### config.mk
export PLATFORM = sky130hd
export DESIGN_NAME = nec_ir_pulse_decoder
export DESIGN_NICKNAME = d
export VERILOG_FILES = /design/src/rtl/core/necir_pkg.sv /design/src/rtl/core/necir_window.sv /design/src/rtl/core/necir_fsm.sv /design/src/rtl/core/nec_ir_pulse_decoder.sv
export SDC_FILE = /design/constraint.sdc
export NUM_CORES = 1
export LEC_CHECK = 0
export ABC_AREA = 1
export BUFFER_PORTS_ARGS = -buffer_cell sky130_fd_sc_hd__buf_4
export CORE_ASPECT_RATIO = 0.5
export CORE_MARGIN = 4
export CORE_UTILIZATION = 34
export CTS_BUF_LIST = sky130_fd_sc_hd__clkbuf_8
export DETAILED_ROUTE_END_ITERATION = 10
export MAX_ROUTING_LAYER = met4
export PLACE_DENSITY_LB_ADDON = 0.12
export RECOVER_POWER = 100
export SETUP_SLACK_MARGIN = 0.1
export SLEW_MARGIN = 10
export SYNTH_ARGS = -nofsm -noshare
export SYNTH_HDL_FRONTEND = slang
export SYNTH_SLANG_ARGS = --single-unit
### constraint.sdc
create_clock -name clock -period 2.8 [get_ports clock]
set_clock_uncertainty 0.2 [all_clocks]
set_input_delay 0.56 -clock clock [delete_from_list [all_inputs] [get_ports clock]]
set_output_delay 0.56 -clock clock [all_outputs]
set_load 0.005 [all_outputs]
### src/rtl/core/necir_pkg.sv
// shared constants, codes and types for the nec ir pulse decoder
package necir_pkg;

   // frame geometry
   localparam int unsigned FRAME_BITS = 32;
   localparam int unsigned WORD_W     = 32;
   localparam int unsigned WIDTH_W    = 16;
   localparam int unsigned CNT_W      = 6;
   localparam logic [CNT_W-1:0] FRAME_BITS_CNT = CNT_W'(FRAME_BITS);

   // timing windows in 1 us ticks, inclusive
   localparam logic [WIDTH_W-1:0] LEAD_LOW_MIN  = 16'd7200;
   localparam logic [WIDTH_W-1:0] LEAD_LOW_MAX  = 16'd10800;
   localparam logic [WIDTH_W-1:0] LEAD_HIGH_MIN = 16'd3600;
   localparam logic [WIDTH_W-1:0] LEAD_HIGH_MAX = 16'd5400;
   localparam logic [WIDTH_W-1:0] LONG_MIN      = 16'd1800;
   localparam logic [WIDTH_W-1:0] LONG_MAX      = 16'd2700;
   localparam logic [WIDTH_W-1:0] SHORT_MIN     = 16'd896;
   localparam logic [WIDTH_W-1:0] SHORT_MAX     = 16'd1344;

   // request codes
   localparam logic REQ_EDGE  = 1'b0;
   localparam logic REQ_RESET = 1'b1;

   // decoder state codes
   localparam int unsigned STATE_W = 3;
   localparam logic [STATE_W-1:0] ST_IDLE      = 3'd0;
   localparam logic [STATE_W-1:0] ST_LEAD_LOW  = 3'd1;
   localparam logic [STATE_W-1:0] ST_LEAD_HIGH = 3'd2;
   localparam logic [STATE_W-1:0] ST_DATA      = 3'd3;
   localparam logic [STATE_W-1:0] ST_STOP      = 3'd4;

   // window comparator hits for one pulse width
   typedef struct packed {
      logic lead_low;
      logic lead_high;
      logic long_gap;
      logic short_gap;
   } window_hit_type;

   // one result transfer
   typedef struct packed {
      logic              frame_done;
      logic [WORD_W-1:0] frame_data;
      logic              format_error;
      logic              capture_rising;
   } result_type;

endpackage

### src/rtl/core/necir_window.sv
// window comparators that classify one pulse width
module necir_window (
   input  logic [necir_pkg::WIDTH_W-1:0] pulse_width,
   output necir_pkg::window_hit_type     hit
);

   always_comb begin
      hit.lead_low  = (pulse_width >= necir_pkg::LEAD_LOW_MIN)
                   && (pulse_width <= necir_pkg::LEAD_LOW_MAX);
      hit.lead_high = (pulse_width >= necir_pkg::LEAD_HIGH_MIN)
                   && (pulse_width <= necir_pkg::LEAD_HIGH_MAX);
      // also serves as the repeat gap and the data one window
      hit.long_gap  = (pulse_width >= necir_pkg::LONG_MIN)
                   && (pulse_width <= necir_pkg::LONG_MAX);
      hit.short_gap = (pulse_width >= necir_pkg::SHORT_MIN)
                   && (pulse_width <= necir_pkg::SHORT_MAX);
   end

endmodule

### src/rtl/core/necir_fsm.sv
// frame state machine, bit counter and shift word
module necir_fsm (
   input  logic                       clock,
   input  logic                       reset,
   input  logic                       step,
   input  logic                       req_kind,
   input  logic                       line_level,
   input  necir_pkg::window_hit_type  hit,
   output necir_pkg::result_type      result
);

   logic [necir_pkg::STATE_W-1:0] state_ff, state_in;
   logic [necir_pkg::CNT_W-1:0]   cnt_ff, cnt_in;
   logic [necir_pkg::WORD_W-1:0]  shift_ff, shift_in;
   logic                          edge_ff, edge_in;
   logic [necir_pkg::CNT_W-1:0]   cnt_inc;

   assign cnt_inc = cnt_ff + necir_pkg::CNT_W'(1);

   always_comb begin
      state_in = state_ff;
      cnt_in   = cnt_ff;
      shift_in = shift_ff;
      edge_in  = edge_ff;
      result   = '0;
      if (req_kind == necir_pkg::REQ_RESET) begin
         state_in = necir_pkg::ST_IDLE;
         cnt_in   = '0;
         shift_in = '0;
         edge_in  = 1'b0;
      end else begin
         unique case (state_ff)
            necir_pkg::ST_LEAD_LOW: begin
               if (line_level) begin
                  edge_in = 1'b0;
                  if (hit.lead_low) begin
                     state_in = necir_pkg::ST_LEAD_HIGH;
                  end else begin
                     result.format_error = 1'b1;
                     cnt_in   = '0;
                     state_in = necir_pkg::ST_IDLE;
                  end
               end
            end
            necir_pkg::ST_LEAD_HIGH: begin
               if (!line_level) begin
                  if (hit.lead_high) begin
                     state_in = necir_pkg::ST_DATA;
                     edge_in  = 1'b0;
                  end else if (hit.long_gap) begin
                     // repeat leader
                     state_in = necir_pkg::ST_STOP;
                     edge_in  = 1'b1;
                  end else begin
                     result.format_error = 1'b1;
                     cnt_in   = '0;
                     edge_in  = 1'b0;
                     state_in = necir_pkg::ST_IDLE;
                  end
               end
            end
            necir_pkg::ST_DATA: begin
               if (!line_level) begin
                  if (hit.short_gap || hit.long_gap) begin
                     // lsb first: new bit enters at the top
                     shift_in = {hit.long_gap && !hit.short_gap,
                                 shift_ff[necir_pkg::WORD_W-1:1]};
                     cnt_in   = cnt_inc;
                     if (cnt_inc == necir_pkg::FRAME_BITS_CNT) begin
                        state_in = necir_pkg::ST_STOP;
                        edge_in  = 1'b1;
                     end
                  end else begin
                     result.format_error = 1'b1;
                     cnt_in   = '0;
                     edge_in  = 1'b0;
                     state_in = necir_pkg::ST_IDLE;
                  end
               end
            end
            necir_pkg::ST_STOP: begin
               if (line_level) begin
                  result.frame_done = 1'b1;
                  result.frame_data = shift_ff;
                  cnt_in   = '0;
                  state_in = necir_pkg::ST_IDLE;
                  edge_in  = 1'b0;
               end
            end
            default: begin
               // idle and unused codes
               if (!line_level) begin
                  edge_in  = 1'b1;
                  state_in = necir_pkg::ST_LEAD_LOW;
               end
            end
         endcase
      end
      result.capture_rising = edge_in;
   end

   always_ff @(posedge clock) begin
      if (reset) begin
         state_ff <= necir_pkg::ST_IDLE;
         cnt_ff   <= '0;
         shift_ff <= '0;
         edge_ff  <= 1'b0;
      end else if (step) begin
         state_ff <= state_in;
         cnt_ff   <= cnt_in;
         shift_ff <= shift_in;
         edge_ff  <= edge_in;
      end
   end

`ifndef NO_ASSERTIONS
   a_edge_rising_states: assert property (@(posedge clock) disable iff (reset)
      (state_ff == necir_pkg::ST_LEAD_LOW || state_ff == necir_pkg::ST_STOP) |-> edge_ff)
      else $error("edge select low in a state that waits for a rising edge");

   a_edge_falling_states: assert property (@(posedge clock) disable iff (reset)
      (state_ff == necir_pkg::ST_IDLE || state_ff == necir_pkg::ST_LEAD_HIGH
       || state_ff == necir_pkg::ST_DATA) |-> !edge_ff)
      else $error("edge select high in a state that waits for a falling edge");

   a_cnt_bound: assert property (@(posedge clock) disable iff (reset)
      cnt_ff <= necir_pkg::FRAME_BITS_CNT)
      else $error("bit counter ran past the frame length");

   a_idle_cnt_clear: assert property (@(posedge clock) disable iff (reset)
      (state_ff == necir_pkg::ST_LEAD_LOW) |-> (cnt_ff == '0))
      else $error("bit counter not cleared at frame start");
`endif

endmodule

### src/rtl/core/nec_ir_pulse_decoder.sv
// top level of the nec ir pulse decoder: input register, state machine, result register
//
// usage
//   request channel: one transfer per captured ir edge (req_type edge) carrying the
//   width in 1 us ticks since the previous edge and the line level after it, or a
//   decoder reset request (req_type reset) that clears all frame state
//   response channel: exactly one transfer per request, in order, with frame_done,
//   the 32-bit word (zero unless frame_done), format_error and capture_rising,
//   the edge polarity the capture unit should look for next
//   path: a request goes through the input register, then the result register,
//   whose contents drive the response channel
//   throughput: one request per cycle while rsp_stall is low; the state machine and
//   window comparators sit between the input and result registers, so nothing iterates
//   stalls: a stalled response holds in the result register while the input
//   register still takes one more request; req_stall rises only when both hold
//   an item and rsp_stall is high
//   reset: synchronous, clears both registers' valid flags and puts the decoder
//   in idle with a zero word, waiting for a falling edge
module nec_ir_pulse_decoder (
   input  logic                              clock,
   input  logic                              reset,
   // request channel
   input  logic                              req_valid,
   output logic                              req_stall,
   input  logic                              req_type,
   input  logic [necir_pkg::WIDTH_W-1:0]     req_pulse_width,
   input  logic                              req_line_level,
   // response channel
   output logic                              rsp_valid,
   input  logic                              rsp_stall,
   output logic                              rsp_frame_done,
   output logic [necir_pkg::WORD_W-1:0]      rsp_frame_data,
   output logic                              rsp_format_error,
   output logic                              rsp_capture_rising
);

   // input register
   logic                          in_valid_ff, in_valid_in;
   logic                          in_kind_ff;
   logic [necir_pkg::WIDTH_W-1:0] in_width_ff;
   logic                          in_level_ff;

   // result register
   logic                          out_valid_ff, out_valid_in;
   necir_pkg::result_type         out_ff;

   logic                          out_ready;
   logic                          advance;
   logic                          req_take;
   necir_pkg::window_hit_type     hit;
   necir_pkg::result_type         result;

   // result register is free when empty or being drained this cycle
   assign out_ready = !out_valid_ff || !rsp_stall;
   // item moves from input register to result register, state commits
   assign advance   = in_valid_ff && out_ready;
   assign req_stall = in_valid_ff && !out_ready;
   assign req_take  = req_valid && !req_stall;

   assign in_valid_in  = req_take || (in_valid_ff && !advance);
   assign out_valid_in = advance || (out_valid_ff && rsp_stall);

   always_ff @(posedge clock) begin
      if (reset) begin
         in_valid_ff  <= 1'b0;
         out_valid_ff <= 1'b0;
      end else begin
         in_valid_ff  <= in_valid_in;
         out_valid_ff <= out_valid_in;
      end
   end

   // payload registers, no reset needed
   always_ff @(posedge clock) begin
      if (req_take) begin
         in_kind_ff  <= req_type;
         in_width_ff <= req_pulse_width;
         in_level_ff <= req_line_level;
      end
      if (advance) begin
         out_ff <= result;
      end
   end

   // width classification
   necir_window u_window (
      .pulse_width (in_width_ff),
      .hit         (hit)
   );

   // frame state machine, commits only when the item moves on
   necir_fsm u_fsm (
      .clock      (clock),
      .reset      (reset),
      .step       (advance),
      .req_kind   (in_kind_ff),
      .line_level (in_level_ff),
      .hit        (hit),
      .result     (result)
   );

   assign rsp_valid          = out_valid_ff;
   assign rsp_frame_done     = out_ff.frame_done;
   assign rsp_frame_data     = out_ff.frame_data;
   assign rsp_format_error   = out_ff.format_error;
   assign rsp_capture_rising = out_ff.capture_rising;

`ifndef NO_ASSERTIONS
   a_done_err_excl: assert property (@(posedge clock) disable iff (reset)
      rsp_valid |-> !(rsp_frame_done && rsp_format_error))
      else $error("frame done and format error on the same transfer");

   a_data_zero: assert property (@(posedge clock) disable iff (reset)
      (rsp_valid && !rsp_frame_done) |-> (rsp_frame_data == '0))
      else $error("nonzero word without frame done");

   a_stall_only_full: assert property (@(posedge clock) disable iff (reset)
      req_stall |-> (in_valid_ff && out_valid_ff))
      else $error("request stalled while a register is free");

   a_done_falling_next: assert property (@(posedge clock) disable iff (reset)
      (rsp_valid && (rsp_frame_done || rsp_format_error)) |-> !rsp_capture_rising)
      else $error("decoder not back on falling edge after frame end or error");
`endif

endmodule

# After elaboration in Yosys (flattened, before gate mapping)
# Index checks and enable logic that the tools add are counted.
dict set report word_totals {
  ff_bits 97
  wordCells 113
}
dict set report classes {
  n_addsub 1
  n_lt_le_gt_ge 8
  n_bitwise 2
  n_mux 45
  n_eq_ne 15
  reduce_logical 29
}
# cell n
set ops {}
lappend ops {{$mux W32} 4}
lappend ops {{$mux W6} 9}
lappend ops {{$mux W33} 1}
lappend ops {{$mux W3} 10}
lappend ops {{$pmux W6 S4} 1}
lappend ops {{$ne A3 B3 Y1 const B} 7}
lappend ops {{$ge A16 B10 Y1 const B} 1}
lappend ops {{$ge A16 B11 Y1 const B} 1}
lappend ops {{$ge A16 B12 Y1 const B} 1}
lappend ops {{$ge A16 B13 Y1 const B} 1}
lappend ops {{$le A16 B11 Y1 const B} 1}
lappend ops {{$le A16 B12 Y1 const B} 1}
lappend ops {{$le A16 B13 Y1 const B} 1}
lappend ops {{$le A16 B14 Y1 const B} 1}
lappend ops {{$mux W1} 16}
lappend ops {{$pmux W3 S4} 1}
lappend ops {{$logic_and A1 B1 Y1} 10}
lappend ops {{$reduce_and A9 Y1} 1}
lappend ops {{$reduce_and A7 Y1} 1}
lappend ops {{$add A6 B1 Y6 const B} 1}
lappend ops {{$eq A3 B2 Y1 const B} 2}
lappend ops {{$eq A6 B6 Y1 const B} 1}
lappend ops {{$logic_not A1 Y1} 6}
lappend ops {{$pmux W1 S3} 2}
lappend ops {{13 further kinds} 19}

# Logic depth before layout (Yosys ltp)
dict set report depth {
  depth_word 8
  depth_mapped 16
  depth_no_buf 16
}

# Modules after synthesis
# A second synthesis with hierarchy kept.
dict set report hier_totals {
  cells_unflattened 512
  hier_area_um2 4346.7
}
# mod seq_area_each_um2 n_inst cells_each area_each_um2
set modules_own_cells {}
lappend modules_own_cells {necir_fsm 840.8 1 341 2200.9}
lappend modules_own_cells {nec_ir_pulse_decoder 1631.6 1 65 1682.9}
lappend modules_own_cells {necir_window 0.0 1 106 462.9}

# Least setup slack after synthesis
# Ideal clock, no wire load.
dict set report synth_timing {
  path_kind {input port to flip-flop}
  start {in rsp_stall}
  end {reg out_ff, in the netlist rsp_capture_rising, enable pin}
  slack_ns 0.195
  t_required_ns 2.187
  arrival_time_ns 1.992
  stages 4
  path_cell_list {nand2_1 -> nand2_1 -> clkinv_1 -> clkbuf_1}
}
dict set report synth_between {
  elab_chain_cells 3
}
# item line_no
set synth_lines {}
lappend synth_lines {{start: declaration} nec_ir_pulse_decoder.sv:30} ;# input logic rsp_stall,
lappend synth_lines {{$logic_not A1 Y1} nec_ir_pulse_decoder.sv:54} ;# assign out_ready = !out_valid_ff || !rsp_stall;
lappend synth_lines {{$logic_or A1 B1 Y1} nec_ir_pulse_decoder.sv:54}
lappend synth_lines {{$logic_and A1 B1 Y1} nec_ir_pulse_decoder.sv:56} ;# assign advance = in_valid_ff && out_ready;
lappend synth_lines {{named net advance} nec_ir_pulse_decoder.sv:48} ;# logic advance;
lappend synth_lines {{end signal: assignment} nec_ir_pulse_decoder.sv:81} ;# out_ff <= result;
lappend synth_lines {{end: declaration} nec_ir_pulse_decoder.sv:45} ;# necir_pkg::result_type out_ff;
# The timed path passes the listed nets, and every way through them passes these cells.
# A chain may end at the register's enable or synchronous reset.

# Worst setup path in the final report
dict set report layout_timing {
  start {reg in_width_ff[14] in the netlist's numbering}
  end {reg u_fsm.shift_ff[27] in the netlist's numbering}
}
dict set report layout_between {
  elab_chain_cells 5
  elab_cells_between_ends 9
  cone_classes {4 x order compare; 5 x reduce/logical}
}
# item line_no
set layout_lines {}
lappend layout_lines {{start: declaration} nec_ir_pulse_decoder.sv:40} ;# logic [necir_pkg::WIDTH_W-1:0] in_width_ff;
lappend layout_lines {{start signal: assignment} nec_ir_pulse_decoder.sv:77} ;# in_width_ff <= req_pulse_width;
lappend layout_lines {{$ge A16 B10 Y1, or another cell as far along} necir_window.sv:15} ;# hit.short_gap = (pulse_width >= necir_pkg::SHORT_MIN)
lappend layout_lines {{$logic_and A1 B1 Y1 (on tied branches)} {necir_window.sv:16, necir_window.sv:14}}
lappend layout_lines {{$logic_or A1 B1 Y1 (*)} necir_fsm.sv:64} ;# if (hit.short_gap || hit.long_gap) begin
lappend layout_lines {{$reduce_bool A2 Y1 (no line) (*)} -}
lappend layout_lines {{$reduce_and A4 Y1 (no line) (*)} -}
lappend layout_lines {{end signal: assignment} necir_fsm.sv:111} ;# shift_ff <= shift_in;
lappend layout_lines {{end: declaration} necir_fsm.sv:14} ;# logic [necir_pkg::WORD_W-1:0] shift_ff, shift_in;
# Mark *: on every way between the ends. The rest lies on a longest branch, timed or not.

==> report_table.html <==
<table>
<tr><th>Metric</th><th>Value</th></tr>
<tr><th colspan="2">Status</th></tr>
<tr><td>Status</td><td>finished with violations</td></tr>
<tr><td>Violated checks</td><td>capacitance limit, slew limit</td></tr>
<tr><th colspan="2">GRT</th></tr>
<tr><td>All-Layer GR Usage</td><td>13.0%</td></tr>
<tr><td>Global routing met2 resource utilization</td><td>a little over a fifth</td></tr>
<tr><td>Met1 track demand over resource in global routing</td><td>15.5%</td></tr>
<tr><td>Met3 global-route usage</td><td>3.98%</td></tr>
<tr><td>Residual overflow from global routing</td><td>0</td></tr>
<tr><td>Vias in the first global route</td><td>3320</td></tr>
<tr><td>Wire length of the first global-routing pass</td><td>15500 um</td></tr>
<tr><td>Gr busiest metal</td><td>met2</td></tr>
<tr><td>Number of antenna violations at the first check in global routing</td><td>0</td></tr>
<tr><td>Maximum number of pins on one net before global-route repair</td><td>65</td></tr>
<tr><th colspan="2">Setup path</th></tr>
<tr><td>Crit path max fanout</td><td>33</td></tr>
<tr><td>Crit path capture type</td><td>flop</td></tr>
<tr><td>Startpoint type of the worst setup path</td><td>flop</td></tr>
<tr><td>Critical path type</td><td>flop to flop</td></tr>
<tr><td>Critical Path RT</td><td>around 2.8 ns</td></tr>
<tr><td>Arrival time reported for the critical path endpoint</td><td>~2.4 ns</td></tr>
<tr><th colspan="2">Final layout</th></tr>
<tr><td>Fill cells</td><td>around 1300</td></tr>
<tr><td>Area delta synth-&gt;final</td><td>16.7%</td></tr>
<tr><td>Net count of the finished layout</td><td>about 610</td></tr>
<tr><td>Post-layout utilization of the core</td><td>approximately 40%</td></tr>
<tr><td>Post-route cell area</td><td>between 0.005 and 0.006 sq mm</td></tr>
<tr><td>ANT cells</td><td>0</td></tr>
<tr><td>Final Instance Count excl. Fillers</td><td>roughly 760</td></tr>
<tr><td>Share of layout cells above drive strength 1</td><td>between 10% and 20%</td></tr>
<tr><th colspan="2">CTS</th></tr>
<tr><td>Clock-pin slew reported for the worst setup and hold paths after clock tree synthesis</td><td>~0.09 ns</td></tr>
<tr><td>CTS tree</td><td>done</td></tr>
<tr><td>Number of gates given a new drive strength after cts</td><td>0</td></tr>
<tr><td>Number of H-tree branching levels</td><td>3</td></tr>
<tr><td>Clock Sink Count</td><td>97</td></tr>
<tr><td>Total clock buffers created by CTS</td><td>9</td></tr>
<tr><td>Count of hold-fix buffers inserted at cts</td><td>0</td></tr>
<tr><td>Post-CTS Setup Inserts</td><td>0</td></tr>
<tr><td>Clk_lat worst skew</td><td>0.37 ns</td></tr>
<tr><td>CTS max path bufs</td><td>2</td></tr>
<tr><td>Clock root buffer</td><td>sky130_fd_sc_hd__clkbuf_8</td></tr>
<tr><th colspan="2">Placement</th></tr>
<tr><td>DP Cell Count</td><td>about 750</td></tr>
<tr><td>Global placement routability congestion</td><td>between 0.8 and 0.9</td></tr>
<tr><td>Detailed placement HPWL</td><td>6150 um</td></tr>
<tr><td>Placed cell areas</td><td>between 0.005 and 0.006 sq mm</td></tr>
<tr><td>Number of port buffers</td><td>58</td></tr>
<tr><th colspan="2">Die</th></tr>
<tr><td>Total Die Area</td><td>around 0.015 sq mm</td></tr>
<tr><td>Die Span X</td><td>170 um</td></tr>
<tr><td>Initial core utilization</td><td>35.0%</td></tr>
<tr><td>Core area</td><td>between 0.01 and 0.015 sq mm</td></tr>
<tr><td>Placement Rows</td><td>29</td></tr>
<tr><td>Vertical die dimension</td><td>around 89 um</td></tr>
<tr><td>Number of primary I/O pins</td><td>approximately 60</td></tr>
<tr><th colspan="2">Routing</th></tr>
<tr><td>Wire length per cell</td><td>11.9 um</td></tr>
<tr><td>DRC Markers</td><td>0</td></tr>
<tr><td>Count of vias placed by the detailed router</td><td>about 3500</td></tr>
<tr><td>Number of violations reported at the end of detailed-routing iteration 0</td><td>215</td></tr>
<tr><td>Total routed wirelength</td><td>about 9100 um</td></tr>
<tr><td>Total iterations of the first detailed-routing run</td><td>5</td></tr>
<tr><td>Number of vias per cell</td><td>roughly 4.7</td></tr>
<tr><td>Remaining antenna violation count</td><td>0</td></tr>
<tr><th colspan="2">Timing</th></tr>
<tr><td>Part of the cycle the worst path needs</td><td>86.7%</td></tr>
<tr><td>Slew margin rel.</td><td>-2.34%</td></tr>
<tr><td>Setup repair after global routing missed its margin</td><td>no</td></tr>
<tr><td>Accumulated negative setup slack</td><td>0 ns</td></tr>
<tr><td>Final worst path period need</td><td>about 2.4 ns</td></tr>
<tr><td>Final-report max-slew violation count</td><td>35</td></tr>
<tr><td>Final Hold Violating Endpoints</td><td>0</td></tr>
<tr><td>Transition time at the pin with the least slew margin</td><td>~1.5 ns</td></tr>
<tr><td>Final setup violating endpoints</td><td>0</td></tr>
<tr><td>Highest achievable clock rate</td><td>roughly 0.41 GHz</td></tr>
<tr><th colspan="2">Power</th></tr>
<tr><td>Highest ir drop seen on vdd</td><td>0.000200 V</td></tr>
<tr><td>Power per standard cell area</td><td>around 530 mW/mm^2</td></tr>
<tr><td>Post-route total power</td><td>~2700 uW</td></tr>
<tr><td>Static leakage</td><td>0.00193 uW</td></tr>
<tr><th colspan="2">Logic synthesis</th></tr>
<tr><td>Number of synthesized register bits</td><td>97</td></tr>
<tr><td>Synthesized net count</td><td>between 500 and 600</td></tr>
<tr><td>Number of enable flip-flop cells after synthesis</td><td>53</td></tr>
<tr><td>Area contributors post-synth</td><td>sky130_fd_sc_hd__edfxtp_1 (36%), sky130_fd_sc_hd__dfxtp_1 (20%), sky130_fd_sc_hd__nand2_1 (8.7%)</td></tr>
<tr><td>Share of Yosys cell area claimed by the top area cell type</td><td>35.6%</td></tr>
<tr><td>Ys Warns</td><td>0</td></tr>
<tr><td>Most used standard cell by instance count after synthesis</td><td>sky130_fd_sc_hd__nand2_1</td></tr>
<tr><td>Async set-or-reset flop fraction in the synthesized netlist</td><td>0%</td></tr>
<tr><td>Portion of the post-synthesis area used by sequential elements</td><td>a little under three fifths</td></tr>
<tr><td>Cell taking the most area after synthesis</td><td>sky130_fd_sc_hd__edfxtp_1</td></tr>
<tr><td>Netlist area before placement</td><td>around 0.0045 sq mm</td></tr>
<tr><td>Predominant post-synthesis flop cell</td><td>sky130_fd_sc_hd__edfxtp_1</td></tr>
<tr><td>Number of cells produced by synthesis</td><td>~530</td></tr>
<tr><td>Synthesized area per cell</td><td>between 8 and 9 sq um</td></tr>
<tr><td>Cell variety after synth</td><td>33</td></tr>
<tr><td>Most common library cells after synthesis</td><td>sky130_fd_sc_hd__nand2_1 (103), sky130_fd_sc_hd__nor2_1 (85), sky130_fd_sc_hd__inv_1 (78), sky130_fd_sc_hd__edfxtp_1 (53), sky130_fd_sc_hd__a21oi_1 (46)</td></tr>
<tr><th colspan="2">Job</th></tr>
<tr><td>Max-capacitance violation count</td><td>1</td></tr>
<tr><th colspan="2">Min path</th></tr>
<tr><td>Class of the tightest hold or removal check</td><td>input pin to flop</td></tr>
</table>
report_power, final:
| group | leakage [uW] | internal, uW | switching, uW |
|---|---|---|---|
| Combinational | 0.000986 | 92.5 | 167 |
| Sequential | 0.000848 | 1550 | 33.9 |
| Clock | 0.0000977 | 370 | 528 |
cells in the final DEF, fill, tap and decap left out, types with 2 or more instances in the layout:
| master | netlist | routed |
|---|---|---|
| sky130_fd_sc_hd__a21oi_1 | 46 | 46 |
| sky130_fd_sc_hd__inv_8 | 0 | 2 |
| sky130_fd_sc_hd__clkbuf_8 | 0 | 10 |
| sky130_fd_sc_hd__o31ai_1 | 2 | 2 |
| sky130_fd_sc_hd__dfxtp_1 | 44 | 44 |
| sky130_fd_sc_hd__nor2_1 | 85 | 84 |
| sky130_fd_sc_hd__clkinv_1 | 3 | 3 |
| sky130_fd_sc_hd__nand4_1 | 38 | 38 |
| sky130_fd_sc_hd__o21ai_0 | 5 | 6 |
| sky130_fd_sc_hd__nand2_4 | 4 | 4 |
| sky130_fd_sc_hd__inv_6 | 0 | 3 |
| sky130_fd_sc_hd__buf_4 | 3 | 4 |
| sky130_fd_sc_hd__o21ai_1 | 3 | 2 |
| sky130_fd_sc_hd__nand2_1 | 103 | 103 |
| sky130_fd_sc_hd__clkbuf_4 | 0 | 52 |
| sky130_fd_sc_hd__nor2_2 | 3 | 4 |
| sky130_fd_sc_hd__clkbuf_1 | 12 | 6 |
| sky130_fd_sc_hd__nand2_2 | 2 | 2 |
| sky130_fd_sc_hd__nand3_1 | 25 | 25 |
| sky130_fd_sc_hd__inv_1 | 78 | 80 |
| sky130_fd_sc_hd__edfxtp_1 | 53 | 53 |
| sky130_fd_sc_hd__nor3_1 | 6 | 6 |
logic make-up (layout without fill, tap and decap cells):
logic type	Yosys count	count (layout)	share of synthesized area, %
AND/OR/NAND/NOR	271	271	27.6
buffers and inverters	104	163	9.52
flip-flops	97	97	55.4
AO/OA/AOI/OAI	60	60	7.03
adder cells (fa/ha/maj)	1	1	0.280
XOR/XNOR	1	1	0.196
per-stage QoR:
| stage | setup slack, ns | hold WS (ns) |
|---|---|---|
| 2_1_floorplan | 0.195 | 0.244 |
| 3_3_place_gp | 0.384 | 0.256 |
| 3_5_place_dp | 0.393 | 0.271 |
| 4_1_cts | 0.356 | 0.138 |
| 5_1_grt | 0.0911 | 0.150 |
| 6_report | 0.373 | 0.187 |
worst paths after layout:
check / startpoint / to / slack [ns] / cells past startpoint
worst min register to register: u_fsm.shift_ff[0] / u_fsm.shift_ff[0] / 0.28 / 2
worst min-delay path: req_pulse_width[0] / in_width_ff[0] / 0.19 / 1
worst max-delay path: in_width_ff[14] / u_fsm.shift_ff[27] / 0.37 / 12
worst max register to register: in_width_ff[14] / u_fsm.shift_ff[27] / 0.37 / 12
layer usage:
| metal | part of all wire [%] | up-vias |
|---|---|---|
| met5 | 0 | - |
| met4 | 1.9 | 0 |
| met2 | 45 | 84 |
| met1 | 48 | 1592 |
| li1 | - | 1856 |
| met3 | 5.1 | 16 |
cell type report:
type	count	area [sq um]	area share, %
sequential	97	2470	47.4
multi-input combinational	333	1570	30.1
timing repair buffer	63	448	8.59
inverter	84	315	6.05
tap	170	213	4.08
clock buffer	10	138	2.64
clock inverter	6	56.3	1.08
worst max-delay path, cell delays in order (launching register included):
cell,delay [ns]
sky130_fd_sc_hd__edfxtp_1,0.42
sky130_fd_sc_hd__nor2_2,0.18
sky130_fd_sc_hd__nand2_2,0.13
sky130_fd_sc_hd__a21oi_1,0.21
sky130_fd_sc_hd__nand2_1,0.10
sky130_fd_sc_hd__nand2_2,0.09
sky130_fd_sc_hd__nand2_4,0.08
sky130_fd_sc_hd__nand2_4,0.10
sky130_fd_sc_hd__nand2_4,0.08
sky130_fd_sc_hd__nand2_8,0.20
sky130_fd_sc_hd__nand2_4,0.25
sky130_fd_sc_hd__nand2_1,0.12
sky130_fd_sc_hd__a21oi_1,0.07
registers in the layout, summed over array words and instances, names as in the netlist:
register            flops
rsp_valid               1
u_fsm.shift_ff         32
u_fsm.edge_ff           1
in_valid_ff             1
rsp_frame_done          1
in_width_ff            16
rsp_capture_rising      1
rsp_frame_data         32
in_level_ff             1
u_fsm.cnt_ff            6
u_fsm.state_ff          3
rsp_format_error        1
in_kind_ff              1
Power figures use the tool's default switching activity.
